### config.mk
export PLATFORM = sky130hd
export DESIGN_NAME = cma_front
export DESIGN_NICKNAME = d
export VERILOG_FILES = /design/src/rtl/cma_pkg.sv /design/src/rtl/cma_front.sv
export SDC_FILE = /design/constraint.sdc
export NUM_CORES = 1
export LEC_CHECK = 0
export BUFFER_PORTS_ARGS = -buffer_cell sky130_fd_sc_hd__clkbuf_2
export CAP_MARGIN = 25
export CORE_ASPECT_RATIO = 0.5
export CORE_MARGIN = 3
export CORE_UTILIZATION = 35
export CTS_BUF_LIST = sky130_fd_sc_hd__clkbuf_8
export DETAILED_ROUTE_END_ITERATION = 10
export GPL_ROUTABILITY_DRIVEN = 0
export PLACE_DENSITY = 0.61
export SYNTH_ARGS = -nofsm -noshare
export SYNTH_HDL_FRONTEND = slang
export SYNTH_SLANG_ARGS = --single-unit
### constraint.sdc
create_clock -name clock -period 9.7 [get_ports clock]
set_input_delay 2.91 -clock clock [delete_from_list [all_inputs] [get_ports clock]]
set_output_delay 2.91 -clock clock [all_outputs]
set_load 0.01 [all_outputs]
### src/rtl/cma_pkg.sv
// ----------------------------------------------------------------------------
// Confusion matrix accumulator package
// Sizes, codes, word types and the saturating increment shared by the block.
// ----------------------------------------------------------------------------
`default_nettype none

package cma_pkg;

   localparam int MAX_CLASSES       = 16;
   localparam int CLASS_W           = $clog2(MAX_CLASSES);
   localparam int CELLS             = MAX_CLASSES * MAX_CLASSES;
   localparam int CELL_ADDR_W       = 2 * CLASS_W;
   localparam int COUNT_W           = 32;
   localparam int SCORE_W           = 16;
   localparam int NUMC_W            = 5;
   localparam int NUM_CLASSES_RESET = 16;
   localparam int NUM_CLASSES_MIN   = 2;

   localparam int OP_DEPTH          = 4;
   localparam int OP_PTR_W          = $clog2(OP_DEPTH);
   localparam int OP_CNT_W          = $clog2(OP_DEPTH + 1);

   localparam int RSP_DEPTH         = 2;
   localparam int RSP_PTR_W         = $clog2(RSP_DEPTH);
   localparam int RSP_CNT_W         = $clog2(RSP_DEPTH + 1);

   localparam int CSR_ADDR_W        = 3;
   localparam int CSR_DATA_W        = 32;
   localparam int CSR_IDX_LSB       = 2;

   // Register index decoded from the configuration address.
   localparam logic REG_NUM_CLASSES = 1'b0;

   typedef enum logic [1:0] {
      FUNC_SCORE       = 2'd0,
      FUNC_QUERY_CLASS = 2'd1,
      FUNC_QUERY_CELL  = 2'd2,
      FUNC_CLEAR       = 2'd3
   } func_type;

   typedef enum logic [1:0] {
      KIND_EVENT = 2'd0,
      KIND_CLASS = 2'd1,
      KIND_CELL  = 2'd2
   } kind_type;

   // Operation handed from the front to the back. A FUNC_SCORE operation is
   // an event commit for the cell (row, col).
   typedef struct packed {
      func_type             code;
      logic [CLASS_W-1:0]   row;
      logic [CLASS_W-1:0]   col;
   } op_type;

   typedef struct packed {
      kind_type             kind;
      logic [CLASS_W-1:0]   actual_class;
      logic [CLASS_W-1:0]   predicted_class;
      logic [COUNT_W-1:0]   cell_count;
      logic [COUNT_W-1:0]   correct_count;
      logic [COUNT_W-1:0]   row_miss_count;
      logic [COUNT_W-1:0]   col_wrong_count;
      logic [COUNT_W-1:0]   total_count;
      logic [COUNT_W-1:0]   correct_total;
      logic                 saturated;
   } rsp_type;

   // Adds one unless the counter already holds its maximum.
   function automatic logic [COUNT_W-1:0] sat_inc(input logic [COUNT_W-1:0] c);
      sat_inc = (&c) ? c : c + COUNT_W'(1);
   endfunction

endpackage

`default_nettype wire

### src/rtl/cma_front.sv
// ----------------------------------------------------------------------------
// Confusion matrix accumulator front end
// Accepts words, tracks the running argmax and issues operations.
// ----------------------------------------------------------------------------
`default_nettype none

module cma_front (
   input  wire logic                              clock,
   input  wire logic                              reset,
   input  wire logic                              push,
   output      logic                              full,
   input  wire logic [1:0]                        func,
   input  wire logic signed [cma_pkg::SCORE_W-1:0] predicted_score,
   input  wire logic signed [cma_pkg::SCORE_W-1:0] actual_score,
   input  wire logic [cma_pkg::CLASS_W-1:0]       class_index,
   input  wire logic [cma_pkg::CLASS_W-1:0]       other_index,
   input  wire logic [cma_pkg::NUMC_W-1:0]        num_classes,
   input  wire logic                              op_full,
   output      logic                              op_push,
   output      cma_pkg::op_type                   op_data
);
   import cma_pkg::*;

   logic [CLASS_W-1:0]        pos_ff, pos_in;
   logic signed [SCORE_W-1:0] best_p_ff, best_p_in;
   logic signed [SCORE_W-1:0] best_a_ff, best_a_in;
   logic [CLASS_W-1:0]        best_pi_ff, best_pi_in;
   logic [CLASS_W-1:0]        best_ai_ff, best_ai_in;

   logic [NUMC_W-1:0]         n_use;
   logic                      last_pos;
   logic                      take_p;
   logic                      take_a;
   logic                      accept;

   assign full   = op_full;
   assign accept = push && !op_full;

   always_comb begin
      if (num_classes < NUMC_W'(NUM_CLASSES_MIN)) begin
         n_use = NUMC_W'(NUM_CLASSES_MIN);
      end else if (num_classes > NUMC_W'(MAX_CLASSES)) begin
         n_use = NUMC_W'(MAX_CLASSES);
      end else begin
         n_use = num_classes;
      end
   end

   assign last_pos = (NUMC_W'(pos_ff) + NUMC_W'(1)) >= n_use;
   assign take_p   = (pos_ff == '0) || (predicted_score > best_p_ff);
   assign take_a   = (pos_ff == '0) || (actual_score > best_a_ff);

   always_comb begin
      pos_in     = pos_ff;
      best_p_in  = best_p_ff;
      best_a_in  = best_a_ff;
      best_pi_in = best_pi_ff;
      best_ai_in = best_ai_ff;
      op_push    = 1'b0;
      op_data    = '{code: func_type'(func), row: class_index, col: other_index};
      if (accept) begin
         case (func_type'(func))
            FUNC_SCORE: begin
               if (take_p) begin
                  best_p_in  = predicted_score;
                  best_pi_in = pos_ff;
               end
               if (take_a) begin
                  best_a_in  = actual_score;
                  best_ai_in = pos_ff;
               end
               if (last_pos) begin
                  pos_in      = '0;
                  op_push     = 1'b1;
                  op_data.row = best_ai_in;
                  op_data.col = best_pi_in;
               end else begin
                  pos_in = pos_ff + CLASS_W'(1);
               end
            end
            FUNC_QUERY_CLASS: begin
               op_push     = 1'b1;
               op_data.col = class_index;
            end
            FUNC_QUERY_CELL: begin
               op_push = 1'b1;
            end
            FUNC_CLEAR: begin
               op_push    = 1'b1;
               pos_in     = '0;
               best_p_in  = '0;
               best_a_in  = '0;
               best_pi_in = '0;
               best_ai_in = '0;
            end
            default: begin
               op_push = 1'b0;
            end
         endcase
      end
   end

   always_ff @(posedge clock) begin
      if (reset) begin
         pos_ff     <= '0;
         best_p_ff  <= '0;
         best_a_ff  <= '0;
         best_pi_ff <= '0;
         best_ai_ff <= '0;
      end else begin
         pos_ff     <= pos_in;
         best_p_ff  <= best_p_in;
         best_a_ff  <= best_a_in;
         best_pi_ff <= best_pi_in;
         best_ai_ff <= best_ai_in;
      end
   end

endmodule

`default_nettype wire

# After elaboration in Yosys (flattened, before gate mapping)
# Index checks and enable logic that the tools add are counted.
# classes
muxes	19
n_addsub	2
eq_ne	5
reduce_logical	11
magnitude_cmp	5
# ops
op	count
one-hot mux 16 bit (2 select lines)	2
> comparator 16 bit	2
two-way mux 16 bit	2
one-hot mux 4 bit (2 select lines)	4
two-way mux 4 bit	4
two-way mux 8 bit	2
two-way mux 5 bit	2
AND reduction 3 bit	2
adder 4 x 1 -> 5 bit (second input constant)	1
greater-or-equal comparator 5 bit	1
> comparator 5 bit (second input constant)	1
less-than comparator 5 x 2 -> 1 bit (second input constant)	1
adder 4 x 1 -> 4 bit (second input constant)	1
== test 2 bit (second input constant)	2
logical NOT 4 bit	1
!= test 2 bit (second input constant)	2
OR reduction 3 bit	1
== test 2 x 1 -> 1 bit (second input constant)	1
logical NOT 2 bit	1
logical OR 1 bit	2
two-way mux 1 bit	2
one-hot mux 1 bit (2 select lines)	1
AND reduction 2 bit	1
nonzero test 2 bit	1
other kinds (2)	2
# word_totals
word_cells	47
register_bits	44
out_inout_bits	12
input_bits	51

# Depth between registers and ports, before layout
# depth
ltp_word	7
mapped_depth	12
ltp_nobuf	10

# Least setup slack after synthesis
# Ideal clock, no wire load.
# synth_path
kind	in2out
from	input actual_score[13] in the netlist's numbering
to	output op_data[6] in the netlist's numbering
path_stages	9
path_slack_ns	1.996
arrival_time_ns	4.794
path_buffers	1
required_ns	6.790
cell_sequence	ha_1 > a21o_1 > a2111o_1 > a21oi_1 > or3b_1 > buf_4 > nand2_1 > nand3_1 > a31oi_1
# synth_lines
element	line	text
start, declared	cma_front.sv:14	input wire logic signed [cma_pkg::SCORE_W-1:0] actual_score,
end, declared	cma_front.sv:20	output cma_pkg::op_type op_data

==> flow_summary.ini <==
[setup_path]
critPathKind = primary input to output pin
worstPathArrival_ps = 5420
cp_slowest_cell = a21oi_1
crit_family = compound AO/OA/AOI/OAI gates
start_kind = primary input
crit_path_max_incr_delay_ps = 520
worstSetupEndpointType = output pin
rrSetupSlack_ps = 6740
path_buf_inv = 2
path_max_fanout = 9
required_ps = 6790
crit_chain = clkbuf_2 -> o311a_1 -> ha_1 -> nor2b_1 -> o21ai_0 -> a21oi_1 -> o21ai_0 -> o2bb2a_1 -> o211ai_1 -> clkbuf_2

[sta]
worstMarginPinSlew_ps = 778
setup_tns_ps = 0
rsz0062_at_grt = false
finalSetupViolCount = 0
min_period_ps = 8330
fin_crit_sh_pct = 85.9
clock_skew_ps = 4.51
finalHoldViolations = 0
fin_ws_ps = 1370
maxSlewHeadroom_pct = 48.1
fmax_mhz = 120
drv_slew = 0

[layout]
fin_nets = 527
final_util_pct = 43.5
final-instance-count-excl-fill = 546
final_cell_mix = clkbuf_2, inv_1, dfxtp_1
fillers = 869
n_antenna_cell = 0
final_common_cell = clkbuf_2
layout-drive-gt1-share_pct = 23.0
areaGrowthSynthToFinish_pct = 15.6

[outcome]
status = completed

[grt]
antenna_found_initial = 0
track_usage_pct = 14.6
grt_overflow = 0
grt_max_degree = 33
grt_pass1_wl_um = 12200
grt_pass1_vias = 2629

[clock_network]
insertion_delay_ps = 310
cts_buffer_depth = 2
tritoncts = built
cts_hold_buf = 0
cts_buffers = 5
clk_pin_slew_worst_paths_ps = 80
h-tree-depth = 2
cts.sinks = 44
cts_root_buffer = clkbuf_8
post-cts-setup-buffer-count = 0
cts_resized = 0

[logic_synthesis]
yosys_register_bits = 44
synth_nets = 474
ys_seq_area_share_pct = 28.0
async_flop_share_pct = 0
synth_area_leaders = dfxtp_1, ha_1, inv_1
synth.avg_cell_area_um2 = 8.27
synth-edff-count = 0
dominantRegCellSynth = dfxtp_1
synthCells = 380
synth_top_cell_area_share_pct = 28.0
synth.distinct_cells = 48
netlist_area_mm2 = 0.00314
yosysTopAreaCell = dfxtp_1
yosys_warnings = 0

[place]
dpl.cell_count = 538
port_buffers = 62
hpwl_um = 5600
place_ws_ps = 1400

[route]
vias_per_cell = 5.13
drc = 0
first_pass_iters = 4
via_count = 2801
routed_wl_um = 7180
drtIter0Drc = 134
wire_per_inst_um = 13.1
antenna_left = 0

[worst_hold_path]
min_path_type = register to register

[die]
start_util_pct = 37.7
die_w_um = 140
die_height_um = 73.0
io_pins = 63
die-area_mm2 = 0.0102
core_area_mm2 = 0.00835
row_count = 23

[pwr]
p_total_mw = 0.427
power_leakage_nw = 1.50
power_density_mw_per_mm2 = 118
ir_drop_mv = 0.0522

[job]
max_cap_viol_count = 0
worst reg2reg max path, delay by kind of cell, from the launching register on:
family,cells,cell delay (ps)
AO/OA/AOI/OAI,5,1390
flip-flops,1,330
buffers and inverters,1,40
AND/OR/NAND/NOR,2,770
adder cells (fa/ha/maj),1,290
routing by layer:
layer,wire length [µm],GRT usage (%)
met1,3680,20.5
met2,3060,22.9
met3,362,3.14
met4,78,3.87
met5,0,0
per-stage QoR:
| stage | hold slack, ps | instance area, µm² |
|---|---|---|
| 2_1_floorplan | 432 | 3140 |
| 3_3_place_gp | 440 | 3500 |
| 3_5_place_dp | 445 | 3510 |
| 4_1_cts | 458 | 3630 |
| 5_1_grt | 482 | 3630 |
| 6_report | 456 | 3630 |
registers in the layout, summed over array words and instances (netlist names):
name,flops
best_a_ff,16
best_ai_ff,4
best_p_ff,16
best_pi_ff,4
pos_ff,4
kinds of logic after synthesis:
group	count (synthesis)	synth area share (%)
compound gates	107	24.7
xor+xnor	2	0.557
fa+ha+maj	43	17.1
buf+inv	62	8.48
flops	44	28.0
mux	2	0.637
simple gates	120	20.5
worst paths after layout:
path / start / to / cells past startpoint
worst min register to register: best_a_ff[14] / best_a_ff[14] / 2
worst max-delay path: num_classes[1] / op_data[3] / 10
worst max register to register: best_a_ff[13] / best_a_ff[2] / 9
worst min-delay path: best_a_ff[14] / best_a_ff[14] / 2
area by class of cell:
class	count	area [µm²]	share of cell area, %
multi-input cells	274	2000	54.9
flip-flops and latches	44	881	24.2
repair buffers	64	325	8.95
inverters	44	165	4.55
well taps	112	140	3.86
clock buffers	7	96.3	2.65
clock inverters	1	30.0	0.826
synthesized netlist by cell type, types with 2 or more instances:
library cell / number
ha_1: 43
o32ai_1: 2
nand2_1: 41
buf_6: 2
nor3_1: 5
o2bb2a_1: 2
o21ai_0: 13
dfxtp_1: 44
buf_2: 3
clkbuf_1: 9
nand3_1: 11
o211ai_1: 5
nand2b_1: 5
buf_4: 4
inv_1: 44
a21oi_1: 30
a211o_1: 2
and4_1: 4
nor2_1: 17
nor2b_1: 4
a21oi_2: 9
mux2i_1: 2
o221ai_1: 2
and2_1: 4
a21o_1: 6
or3b_2: 15
a31oi_1: 3
a32o_1: 5
a22o_1: 15
o31a_1: 2
a211oi_1: 2
nand4_1: 9
where the power goes:
part	switching (mW)	internal (mW)	total [mW]
Combinational	0.0472	0.0345	0.0817
Sequential	0.00275	0.185	0.188
Clock	0.0666	0.0909	0.158
No activity file was read; power rests on OpenSTA's default activity.
