===== config.mk =====
export PLATFORM = sky130hd
export DESIGN_NAME = cma_op_queue
export DESIGN_NICKNAME = d
export VERILOG_FILES = /design/src/rtl/cma_pkg.sv /design/src/rtl/cma_op_queue.sv
export SDC_FILE = /design/constraint.sdc
export NUM_CORES = 1
export LEC_CHECK = 0
export BUFFER_PORTS_ARGS = -buffer_cell sky130_fd_sc_hd__buf_2
export CORE_MARGIN = 2
export CORE_UTILIZATION = 55
export DETAILED_ROUTE_END_ITERATION = 7
export GPL_TIMING_DRIVEN = 0
export PLACE_DENSITY_LB_ADDON = 0.08
export SLEW_MARGIN = 20
export SYNTH_ARGS = -nofsm -noshare
export SYNTH_HDL_FRONTEND = slang
export SYNTH_SLANG_ARGS = --single-unit

===== constraint.sdc =====
create_clock -name clock -period 2.95 [get_ports clock]
set_input_delay 0.295 -clock clock [delete_from_list [all_inputs] [get_ports clock]]
set_output_delay 0.295 -clock clock [all_outputs]
set_load 0.02 [all_outputs]

===== src/rtl/cma_pkg.sv =====
// ----------------------------------------------------------------------------
// Confusion matrix accumulator package
// Sizes, codes, word types and the saturating increment shared by the block.
// ----------------------------------------------------------------------------
`default_nettype none

package cma_pkg;

   localparam int MAX_CLASSES       = 16;
   localparam int CLASS_W           = $clog2(MAX_CLASSES);
   localparam int CELLS             = MAX_CLASSES * MAX_CLASSES;
   localparam int CELL_ADDR_W       = 2 * CLASS_W;
   localparam int COUNT_W           = 32;
   localparam int SCORE_W           = 16;
   localparam int NUMC_W            = 5;
   localparam int NUM_CLASSES_RESET = 16;
   localparam int NUM_CLASSES_MIN   = 2;

   localparam int OP_DEPTH          = 4;
   localparam int OP_PTR_W          = $clog2(OP_DEPTH);
   localparam int OP_CNT_W          = $clog2(OP_DEPTH + 1);

   localparam int RSP_DEPTH         = 2;
   localparam int RSP_PTR_W         = $clog2(RSP_DEPTH);
   localparam int RSP_CNT_W         = $clog2(RSP_DEPTH + 1);

   localparam int CSR_ADDR_W        = 3;
   localparam int CSR_DATA_W        = 32;
   localparam int CSR_IDX_LSB       = 2;

   // Register index decoded from the configuration address.
   localparam logic REG_NUM_CLASSES = 1'b0;

   typedef enum logic [1:0] {
      FUNC_SCORE       = 2'd0,
      FUNC_QUERY_CLASS = 2'd1,
      FUNC_QUERY_CELL  = 2'd2,
      FUNC_CLEAR       = 2'd3
   } func_type;

   typedef enum logic [1:0] {
      KIND_EVENT = 2'd0,
      KIND_CLASS = 2'd1,
      KIND_CELL  = 2'd2
   } kind_type;

   // Operation handed from the front to the back. A FUNC_SCORE operation is
   // an event commit for the cell (row, col).
   typedef struct packed {
      func_type             code;
      logic [CLASS_W-1:0]   row;
      logic [CLASS_W-1:0]   col;
   } op_type;

   typedef struct packed {
      kind_type             kind;
      logic [CLASS_W-1:0]   actual_class;
      logic [CLASS_W-1:0]   predicted_class;
      logic [COUNT_W-1:0]   cell_count;
      logic [COUNT_W-1:0]   correct_count;
      logic [COUNT_W-1:0]   row_miss_count;
      logic [COUNT_W-1:0]   col_wrong_count;
      logic [COUNT_W-1:0]   total_count;
      logic [COUNT_W-1:0]   correct_total;
      logic                 saturated;
   } rsp_type;

   // Adds one unless the counter already holds its maximum.
   function automatic logic [COUNT_W-1:0] sat_inc(input logic [COUNT_W-1:0] c);
      sat_inc = (&c) ? c : c + COUNT_W'(1);
   endfunction

endpackage

`default_nettype wire


===== src/rtl/cma_op_queue.sv =====
// ----------------------------------------------------------------------------
// Confusion matrix accumulator operation queue
// Short first-in first-out store between the front and the back.
// ----------------------------------------------------------------------------
`default_nettype none

module cma_op_queue (
   input  wire logic            clock,
   input  wire logic            reset,
   input  wire logic            push,
   input  wire cma_pkg::op_type data_in,
   output      logic            full,
   input  wire logic            pop,
   output      cma_pkg::op_type data_out,
   output      logic            empty
);
   import cma_pkg::*;

   op_type               slot_ff [OP_DEPTH];
   logic [OP_PTR_W-1:0]  wr_ptr_ff, wr_ptr_in;
   logic [OP_PTR_W-1:0]  rd_ptr_ff, rd_ptr_in;
   logic [OP_CNT_W-1:0]  cnt_ff, cnt_in;
   logic                 do_push;
   logic                 do_pop;

   assign full     = (cnt_ff == OP_CNT_W'(OP_DEPTH));
   assign empty    = (cnt_ff == '0);
   assign do_push  = push && !full;
   assign do_pop   = pop && !empty;
   assign data_out = slot_ff[rd_ptr_ff];

   always_comb begin
      wr_ptr_in = do_push ? wr_ptr_ff + OP_PTR_W'(1) : wr_ptr_ff;
      rd_ptr_in = do_pop  ? rd_ptr_ff + OP_PTR_W'(1) : rd_ptr_ff;
      cnt_in    = cnt_ff + OP_CNT_W'(do_push) - OP_CNT_W'(do_pop);
   end

   always_ff @(posedge clock) begin
      if (do_push) begin
         slot_ff[wr_ptr_ff] <= data_in;
      end
   end

   always_ff @(posedge clock) begin
      if (reset) begin
         wr_ptr_ff <= '0;
         rd_ptr_ff <= '0;
         cnt_ff    <= '0;
      end else begin
         wr_ptr_ff <= wr_ptr_in;
         rd_ptr_ff <= rd_ptr_in;
         cnt_ff    <= cnt_in;
      end
   end

endmodule

`default_nettype wire


Word-level counts from Yosys, hierarchy flattened:

Memory sizes are Yosys's and may differ from the RTL's. A register that Yosys moved wholly into a read port is not among the register bits.
Index checks and enable logic that the tools add are counted.

* register bits after elaboration: 7
* memory bits (writable): 40
* input bits: 14
* output and inout bits: 12
* word-level logic and storage cells: 18
* memories: 1

* add/sub/neg operators: 4
* equal/unequal tests: 1
* mux-type cells: 4
* reductions and logical operators: 5

Memory list
* slot_ff: depth 4, width 10, read ports 1, clocked after Yosys merged registers in 1, write ports 1, RTL line cma_op_queue.sv:19 `op_type slot_ff [OP_DEPTH];`

Operators with widths (number)
* $add 2x1->2 const B: 2
* $mux 2: 2
* $add 3x1->3: 1
* $eq 3x3->1 const B: 1
* $logic_not 3->1: 1
* $sub 3x1->3: 1
* $logic_and 1x1->1: 2
* $logic_not 1->1: 2
* $mux 1: 2

Depth between registers and ports, before layout:

Gate-level depths: netlist of run 1.

* depth after elaboration: 5
* gate-level depth with buffers: 10
* gate-level depth less buffers: 10

Worst setup path before layout of run 1:

No wires, ideal clock.

* kind: reg2reg
* start: reg cnt_ff[2]
* end: reg cnt_ff[2]
* library setup time: 0.125 ns
* arrival: 2.046 ns
* data required time: 2.825 ns
* path slack: 0.780 ns
* cell stages (with the launch flop): 11
* buffers on the path: 0
* period minus slack after synthesis: 2.170 ns
* path through: dfxtp_1 -> nor3b_2 -> nor2_2 -> inv_1 -> ha_1 -> inv_1 -> ha_1 -> fa_1 -> xnor2_1 -> xnor2_1 -> nor2_1

* word-level cells in the longest chain between the ends: 5
* elaborated cells on any way between the ends: 8
* those cells by class: add/sub: 2; eq/ne: 1; reduce/logical: 5

Ends and longest elaborated chain
* from (decl): RTL line cma_op_queue.sv:22 `logic [OP_CNT_W-1:0] cnt_ff, cnt_in;`
* from (signal assigned): RTL line cma_op_queue.sv:52 `cnt_ff <= cnt_in;`
* $eq 3x3->1: RTL line cma_op_queue.sv:26 `assign full = (cnt_ff == OP_CNT_W'(OP_DEPTH));`
* named net full: RTL line cma_op_queue.sv:12 `output logic full,`
* $logic_not 1->1: RTL line cma_op_queue.sv:28 `assign do_push = push && !full;`
* $logic_and 1x1->1: RTL line cma_op_queue.sv:28
* $add 3x1->3: RTL line cma_op_queue.sv:35 `cnt_in = cnt_ff + OP_CNT_W'(do_push) - OP_CNT_W'(do_pop);`
* $sub 3x1->3: RTL line cma_op_queue.sv:35

The timed path passes the listed nets, and every way through them passes these cells.
A chain may end at the register's enable or synchronous reset.

Worst setup path after layout of run 1:

* start: reg cnt_ff[1]
* end: reg cnt_ff[2]

* word-level cells in the longest chain between the ends: 5
* elaborated cells on any way between the ends: 8
* those cells by class: add/sub: 2; eq/ne: 1; reduce/logical: 5

Ends and longest elaborated chain (RTL line)
* $eq 3x3->1: cma_op_queue.sv:26
* $logic_not 1->1: cma_op_queue.sv:28
* $logic_and 1x1->1: cma_op_queue.sv:28
* $add 3x1->3: cma_op_queue.sv:35
* $sub 3x1->3 *: cma_op_queue.sv:35

Mark *: on every way between the ends. The rest lies on a longest branch, timed or not.

==> results.cfg, run 1 <==
[timing]
finalCritPeriodShare = 0.747
setup_tns_ns = 0
setup_violations = 0
hold_viol = 0
finalCriticalPeriod_ns = 2.20
rsz0062_at_grt = no
drv_slew = 0
slew-limit-headroom = 0.560
tightestPinTransition_ns = 0.660
max_freq_mhz = 454
skew_ns = 0.00453

[place]
gp_congestion = 0.696
numPortBuffers = 24
place_hpwl_um = 1790

[setup_path]
reg2reg_depth = 10
cp_num_cells = 10
cp.required_ns = 3.20
start_kind = flip-flop
max_stage_delay_ns = 0.48
critPathArrivalTime_ns = 2.45
cp_num_buf_inv = 2
cp_top_family = adder cells
cp_max_fo = 6
crit_type = flip-flop to flip-flop
crit_chain = nor3b_2 -> nor2_2 -> inv_1 -> ha_1 -> inv_1 -> ha_1 -> fa_1 -> xnor2_1 -> xnor2_1 -> nor2_1
slowest_stage = dfxtp_1
endpoint_kind = flip-flop

[synth]
synth_warnings = 0
synth_nets = 124
yosysUniqueCellTypes = 23
synthCells = 103
ys_seq_area_frac = 0.720
avgSynthCellArea_sq_um = 18.6
synth_seq_cells = 49
syn-cell-area_sq_um = 1920

[clock_network]
cts_resized = 0
cts_tree = done
ctsHoldBuffers = 0
cts.path.max_buffers = 2
clk_latency_ns = 0.35
postCtsSetupBuffers = 0
cts.sinks = 49
cts_buffers = 5
htreeDepth = 2
clkTransAtPathRegs_ns = 0.12
root_buffer = clkbuf_4

[floorplanning]
die-area_sq_um = 3980
die_x_um = 63.1
core_sq_um = 3340
io_pins = 26
start_util = 0.575
die_h_um = 63.1
num_rows = 21

[grt]
grt_util_all_layers = 0.162
antenna_found_initial = 0
overflow = 0
grt_max_degree = 15
grt_pass1_vias = 962
grt_pass1_wl_um = 4510

[flow_run]
drv_cap = 0

[detailed_routing]
postRouteAntennaNets = 0
first_iter_violations = 38
vias = 934
drtPass1Iterations = 4
viasPerCell = 5.16
wirelength_um = 2740
wire_per_inst_um = 15.1
drc = 0

[pwr]
vdd_ir_drop_max_mv = 0.406
p_leak_nw = 0.769
p_total_mw = 1.67
power.density_nw_per_um2 = 776

[finish]
fin_nets = 155
diodes = 0
layout_commonest_cell = edfxtp_1
final_cell_mix = 40 x edfxtp_1, 25 x buf_2, 10 x mux4_2, 9 x dfxtp_1, 8 x inv_1
layout-drive-gt1-share = 0.333
syn2layout_area_growth_pct = 11.9

[hold_path]
min_path_type = input pin to flip-flop
hold_depth = 1

[status]
status = finished, final reports clean
layer usage:
metal	vias to the layer above	routed length [um]	GRT usage
li1	447	-	-
met1	460	1060	0.168
met2	19	1500	0.297
met3	8	103	0.0393
met4	0	70	0.0917
met5	-	0	0
final timing paths:
kind	from	end	slack, ns
setup / recovery	cnt_ff[1]	cnt_ff[2]	0.75
hold / removal	data_in[2]	slot_ff[2][2]	0.15
setup reg to reg	cnt_ff[1]	cnt_ff[2]	0.75
hold reg to reg	rd_ptr_ff[1]	flip-flop	0.52
state kept, by name, summed over array words and instances, names as in the netlist, named ones only:
signal,cells
wr_ptr_ff,2
slot_ff,40
cnt_ff,3
rd_ptr_ff,2
final cells by class:
class                   count  area [sq um]
multi-input cells          43           495
clock inverters             1          5.00
flip-flops and latches     49          1380
plain buffers               3          12.5
well taps                  46          57.6
fillers                   289          1190
clock buffers               7          45.0
inverters                   8          30.0
repair buffers             24           120
kinds of logic after synthesis:
family	count (synthesis)	synth area share
muxes	11	0.123
DFF	49	0.720
AOI/OAI and AO/OA	5	0.0169
adders and majority gates	7	0.0495
and+or+nand+nor	17	0.0554
buffers and inverters	11	0.0222
xor gates and xnor gates	3	0.0137
report_power, final:
part	internal [mW]	switching (mW)	total, mW
clock	0.0931	0.185	0.279
combinational	0.227	0.281	0.508
sequential	0.838	0.0411	0.879
stage by stage:
stage          hold slack [ns]  instances  instance area [sq um]  utilization  worst slack (ns)
2_1_floorplan            0.394        103                   1920            -             0.780
3_3_place_gp             0.472        173                   2100        0.628             0.784
3_5_place_dp             0.503        173                   2100        0.628             0.731
4_1_cts                  0.138        181                   2150        0.643             0.698
5_1_grt                  0.127        181                   2150        0.643             0.560
6_report                 0.149        181                   2150        0.643             0.746
worst register-to-register path, cell delays in order (launching register included):
cell and delay, ns:
dfxtp_1 0.48, nor3b_2 0.11, nor2_2 0.21, inv_1 0.07, ha_1 0.27, inv_1 0.04, ha_1 0.18, fa_1 0.39
xnor2_1 0.18, xnor2_1 0.14, nor2_1 0.05
cell usage after synthesis:
master    number  area share
edfxtp_1      40        0.63
clkbuf_1       2      0.0039
o21ai_0        2      0.0052
nor3b_2        1      0.0065
dfxtp_1        9       0.094
nor3_2         1      0.0052
or3_1          2      0.0065
fa_1           1       0.010
xor2_1         1      0.0046
o31ai_2        1      0.0065
nor2_1         3      0.0059
ha_1           6       0.039
mux4_2        10        0.12
xnor2_1        2      0.0091
mux2i_1        1      0.0052
nand2_1        1      0.0020
nor2b_1        2      0.0065
inv_1          8       0.016
nand2b_1       2      0.0065
buf_2          1      0.0026
and2_1         4       0.013
nor2_2         1      0.0033
a21oi_1        2      0.0052
Note: power is estimated with default switching activity, not from simulation.
==> run 2, diff against run 1 <==
CORE_UTILIZATION = 50   (was 55)
clock period = 1.8 ns   (was 2.95 ns; I/O delays follow)
==> results.cfg, run 2 (synthesis results as in run 1) <==
[detailed_routing]
vias = 946
postRouteAntennaNets = 0
viasPerCell = 5.03
wire_per_inst_um = 15.4
first_iter_violations = 30
drtPass1Iterations = 4
drc = 0
wirelength_um = 2900

[pwr]
pwr-share-seq = 0.491
swShare = 0.297
vdd_ir_drop_max_mv = 0.675
p_int_mw = 2.14
power.density_nw_per_um2 = 1330
p_clk_frac = 0.193
p_total_mw = 3.04
p_leak_nw = 0.818
switching_power_uw = 903
p_comb_frac = 0.316

[grt]
grt_pass1_vias = 1003
antenna_found_initial = 0
grt_max_degree = 15
grt_util_all_layers = 0.161
overflow = 0
grt_pass1_wl_um = 4890

[floorplanning]
die-area_sq_um = 4350
start_util = 0.520
die_h_um = 66.0
core_sq_um = 3690
io_pins = 26
die_x_um = 66.0
num_rows = 22

[timing]
setup_violations = 2
max_freq_mhz = 505
drv_slew = 0
slew-limit-headroom = 0.630
rsz0062_at_grt = yes
tightestPinTransition_ns = 0.554
finalCritPeriodShare = 1.10
setup_tns_ns = -0.256
whs_ns = 0.0990
skew_ns = 0.00322
fin_ws_ns = -0.180
hold_viol = 0
finalCriticalPeriod_ns = 1.98

[clock_network]
cts.path.max_buffers = 2
cts_tree = done
cts.sinks = 49
clk_latency_ns = 0.29
clkTransAtPathRegs_ns = 0.08
htreeDepth = 2
root_buffer = clkbuf_8
ctsHoldBuffers = 0
cts_buffers = 5

[finish]
diodes = 0
multi_input_area_sq_um = 551
layout_commonest_cell = edfxtp_1
top_regs = slot_ff: 40 flops, cnt_ff: 3 flops
finish.utilization = 0.622
instances_no_fill = 188
stdcell_area_sq_um = 2290
fill_cells = 291
layout-drive-gt1-share = 0.436
syn2layout_area_growth_pct = 19.6
regArea_sq_um = 1390
final_cell_mix = 40 x edfxtp_1, 24 x buf_2, 10 x mux4_2, 6 x dfxtp_1, 6 x buf_4
largest_reg_flops = 40
regMostFlops = slot_ff
fin_nets = 160

[setup_path]
crit_chain = o31ai_4 -> inv_2 -> ha_4 -> inv_2 -> ha_4 -> fa_2 -> xnor2_2 -> xnor2_1 -> nor2_1
max_stage_delay_ns = 0.38
cp_top_family = adder cells
start_kind = flip-flop
slowest_stage = dfxtp_4
cp_num_buf_inv = 2
crit_type = flip-flop to flip-flop
endpoint_kind = flip-flop
critPathArrivalTime_ns = 2.15
cp_max_fo = 5
cp.required_ns = 1.97

[place]
numPortBuffers = 24
place_hpwl_um = 1880
gp_congestion = 0.690
dp_cells = 175
placed_area_sq_um = 2110
dp_slack_ns = -0.328

[status]
status = finished, violations left
violations = setup timing

[flow_run]
drv_cap = 0

[hold_path]
min_path_type = input pin to flip-flop
[run 2: layout make-up]
| type | instances | share of cell area |
|---|---|---|
| multi-input cells | 43 | 0.240 |
| inverters | 8 | 0.0131 |
| well taps | 48 | 0.0262 |
| plain buffers | 2 | 0.00654 |
| flip-flops and latches | 49 | 0.607 |
| clock inverters | 1 | 0.00218 |
| clock buffers | 7 | 0.0333 |
| repair buffers | 30 | 0.0720 |
[run 2: final timing paths]
kind | slack, ns | startpoint | cells past startpoint | to
max reg2reg | -0.18 | cnt_ff[1] | 9 | cnt_ff[2]
max | -0.18 | cnt_ff[1] | 9 | cnt_ff[2]
min | 0.1 | data_in[1] | 1 | slot_ff[3][1]
min reg2reg | 0.53 | rd_ptr_ff[1] | 2 | rd_ptr_ff[1]
[run 2: power groups by stage]
stage          logic, mW  registers (mW)  clock network (mW)
3_5_place_dp       0.853            1.49                   0
2_1_floorplan      0.644            1.46                   0
4_1_cts            0.964            1.49               0.604
5_1_grt             1.06            1.51               0.654
6_report           0.963            1.49               0.586
3_3_place_gp       0.845            1.47                   0
[run 2: routing by layer]
metal	up-vias	track usage	part of all wire
li1	456	-	-
met1	465	0.185	0.41
met2	20	0.280	0.53
met3	5	0.0477	0.046
met4	0	0.0689	0.014
met5	-	0	0
[run 2: what timing repair did]
| item | CTS | global route |
|---|---|---|
| endpoints found under the setup margin | 12 | 10 |
| pin swaps | 5 | 3 |
| resized for setup | 13 | 1 |
| setup buffers | 5 | 1 |
==> run 3, diff against run 2 <==
--- a/config.mk
+++ b/config.mk
@@ -17 +17,2 @@
 export SYNTH_SLANG_ARGS = --single-unit
+export TNS_END_PERCENT = 10
==> constraint.sdc (replaced) <==
create_clock -name clock -period 1.8 [get_ports clock]
set_input_delay 0.27 -clock clock [delete_from_list [all_inputs] [get_ports clock]]
set_output_delay 0.27 -clock clock [all_outputs]
set_load 0.02 [all_outputs]
==> results.cfg, run 3 (synthesis results as in run 1) <==
[grt]
antenna_found_initial = 0
busiest_layer = met2
grt_max_degree = 15
grt_pass1_vias = 1001
overflow = 0
grt_util_all_layers = 0.149
grtUsageMet3 = 0.0341
grtUsageMet2 = 0.263
grt_pass1_wl_um = 4560
use_met1 = 0.174

[detailed_routing]
vias = 948
wirelength_um = 2820
postRouteAntennaNets = 0
drc = 0
wire_per_inst_um = 15.1
drtPass1Iterations = 4
first_iter_violations = 64
viasPerCell = 5.07

[timing]
fin_ws_ns = -0.168
tightestPinTransition_ns = 0.553
slew-limit-headroom = 0.631
setup_violations = 2
hold_viol = 0
skew_ns = 0.00301
finalCriticalPeriod_ns = 1.97
rsz0062_at_grt = yes
max_freq_mhz = 508
finalCritPeriodShare = 1.09
drv_slew = 0

[place]
numPortBuffers = 24
place_hpwl_um = 1900
gp_congestion = 0.704
dp_slack_ns = -0.318

[floorplanning]
die_x_um = 66.0
core_sq_um = 3690
num_rows = 22
die-area_sq_um = 4350
start_util = 0.520
die_h_um = 66.0
io_pins = 26

[clock_network]
clk_latency_ns = 0.28
cts_buffers = 5
htreeDepth = 2
cts.sinks = 49
root_buffer = clkbuf_8
ctsHoldBuffers = 0
cts.path.max_buffers = 2
clkTransAtPathRegs_ns = 0.08
cts_tree = done

[status]
violations = setup timing
status = finished, violations left

[finish]
largest_reg_flops = 40
syn2layout_area_growth_pct = 19.6
top_regs = slot_ff: 40 flops, cnt_ff: 3 flops
layout-drive-gt1-share = 0.410
fin_nets = 159
regMostFlops = slot_ff
final_cell_mix = 40 x edfxtp_1, 24 x buf_2, 10 x mux4_2, 8 x inv_1
regArea_sq_um = 1390
finish.utilization = 0.622
multi_input_area_sq_um = 528
layout_commonest_cell = edfxtp_1
diodes = 0
fill_cells = 299

[setup_path]
start_kind = flip-flop
critPathArrivalTime_ns = 2.14
cp.required_ns = 1.97
slowest_stage = dfxtp_4
cp_common_cell = inv_1
endpoint_kind = flip-flop
cp_max_fo = 4
max_stage_delay_ns = 0.36
crit_type = flip-flop to flip-flop
crit_chain = o31ai_4 -> inv_1 -> ha_1 -> inv_1 -> ha_2 -> fa_2 -> xnor2_2 -> xnor2_1 -> nor2_1

[pwr]
power.density_nw_per_um2 = 1380
vdd_ir_drop_max_mv = 0.708
p_leak_nw = 0.828
p_total_mw = 3.16

[flow_run]
drv_cap = 0

[hold_path]
min_path_type = input pin to flip-flop
[run 3: cell count changes in the layout (fill, tap and decap cells not counted), sizes merged]
cell / delta
bufinv: +1
buf: -2
[run 3: path summary, 6_finish.rpt]
check          startpoint       endpoint  slack (ns)  depth (start not counted)
min            data_in[5]  slot_ff[0][5]        0.19                          1
max             cnt_ff[2]      cnt_ff[2]       -0.17                          9
min reg2reg  rd_ptr_ff[1]      flip-flop        0.51                          2
max reg2reg     cnt_ff[2]      cnt_ff[2]       -0.17                          9
[run 3: stage by stage]
| stage | hold WS [ns] | setup TNS, ns | instance area (sq um) | cells |
|---|---|---|---|---|
| 2_1_floorplan | 0.369 | -0.337 | 1930 | 103 |
| 3_3_place_gp | 0.469 | -0.422 | 2110 | 175 |
| 3_5_place_dp | 0.487 | -0.447 | 2110 | 175 |
| 4_1_cts | 0.188 | -0.317 | 2280 | 187 |
| 5_1_grt | 0.188 | -0.478 | 2290 | 187 |
| 6_report | 0.194 | -0.270 | 2290 | 187 |
[run 3: report_power, final]
part	internal [mW]	total, mW	switching, mW
Combinational	0.469	0.950	0.481
Sequential	1.39	1.48	0.0912
Clock	0.410	0.727	0.317
[run 3: final cells by class]
| cell class | instances | share of cell area |
|---|---|---|
| flip-flops and latches | 49 | 0.606 |
| multi-input cells | 43 | 0.230 |
| repair buffers | 28 | 0.0654 |
| clock buffers | 6 | 0.0316 |
| well taps | 48 | 0.0262 |
| clock inverters | 2 | 0.0147 |
| inverters | 8 | 0.0131 |
| plain buffers | 3 | 0.0125 |
[run 3: what timing repair did]
| action | in CTS | in global routing |
|---|---|---|
| gates cloned | 0 | 0 |
| endpoints found under the setup margin | 12 | 11 |
| resized for setup | 10 | 3 |
| pin swaps | 6 | 4 |
| buffers inserted | 4 | 0 |
[run 3: worst max-delay path, delay by kind of cell, from the launching register on]
family | cells | cell delay (ns)
buffers and inverters | 2 | 0.12
xor gates and xnor gates | 2 | 0.28
adders and majority gates | 3 | 0.79
and+or+nand+nor | 1 | 0.05
AOI/OAI and AO/OA | 1 | 0.25
DFF | 1 | 0.36
[run 3: metal layers]
metal / vias up / share of wire
li1: 455 / -
met3: 5 / 0.045
met5: - / 0
met2: 24 / 0.56
met4: 0 / 0.011
met1: 464 / 0.39
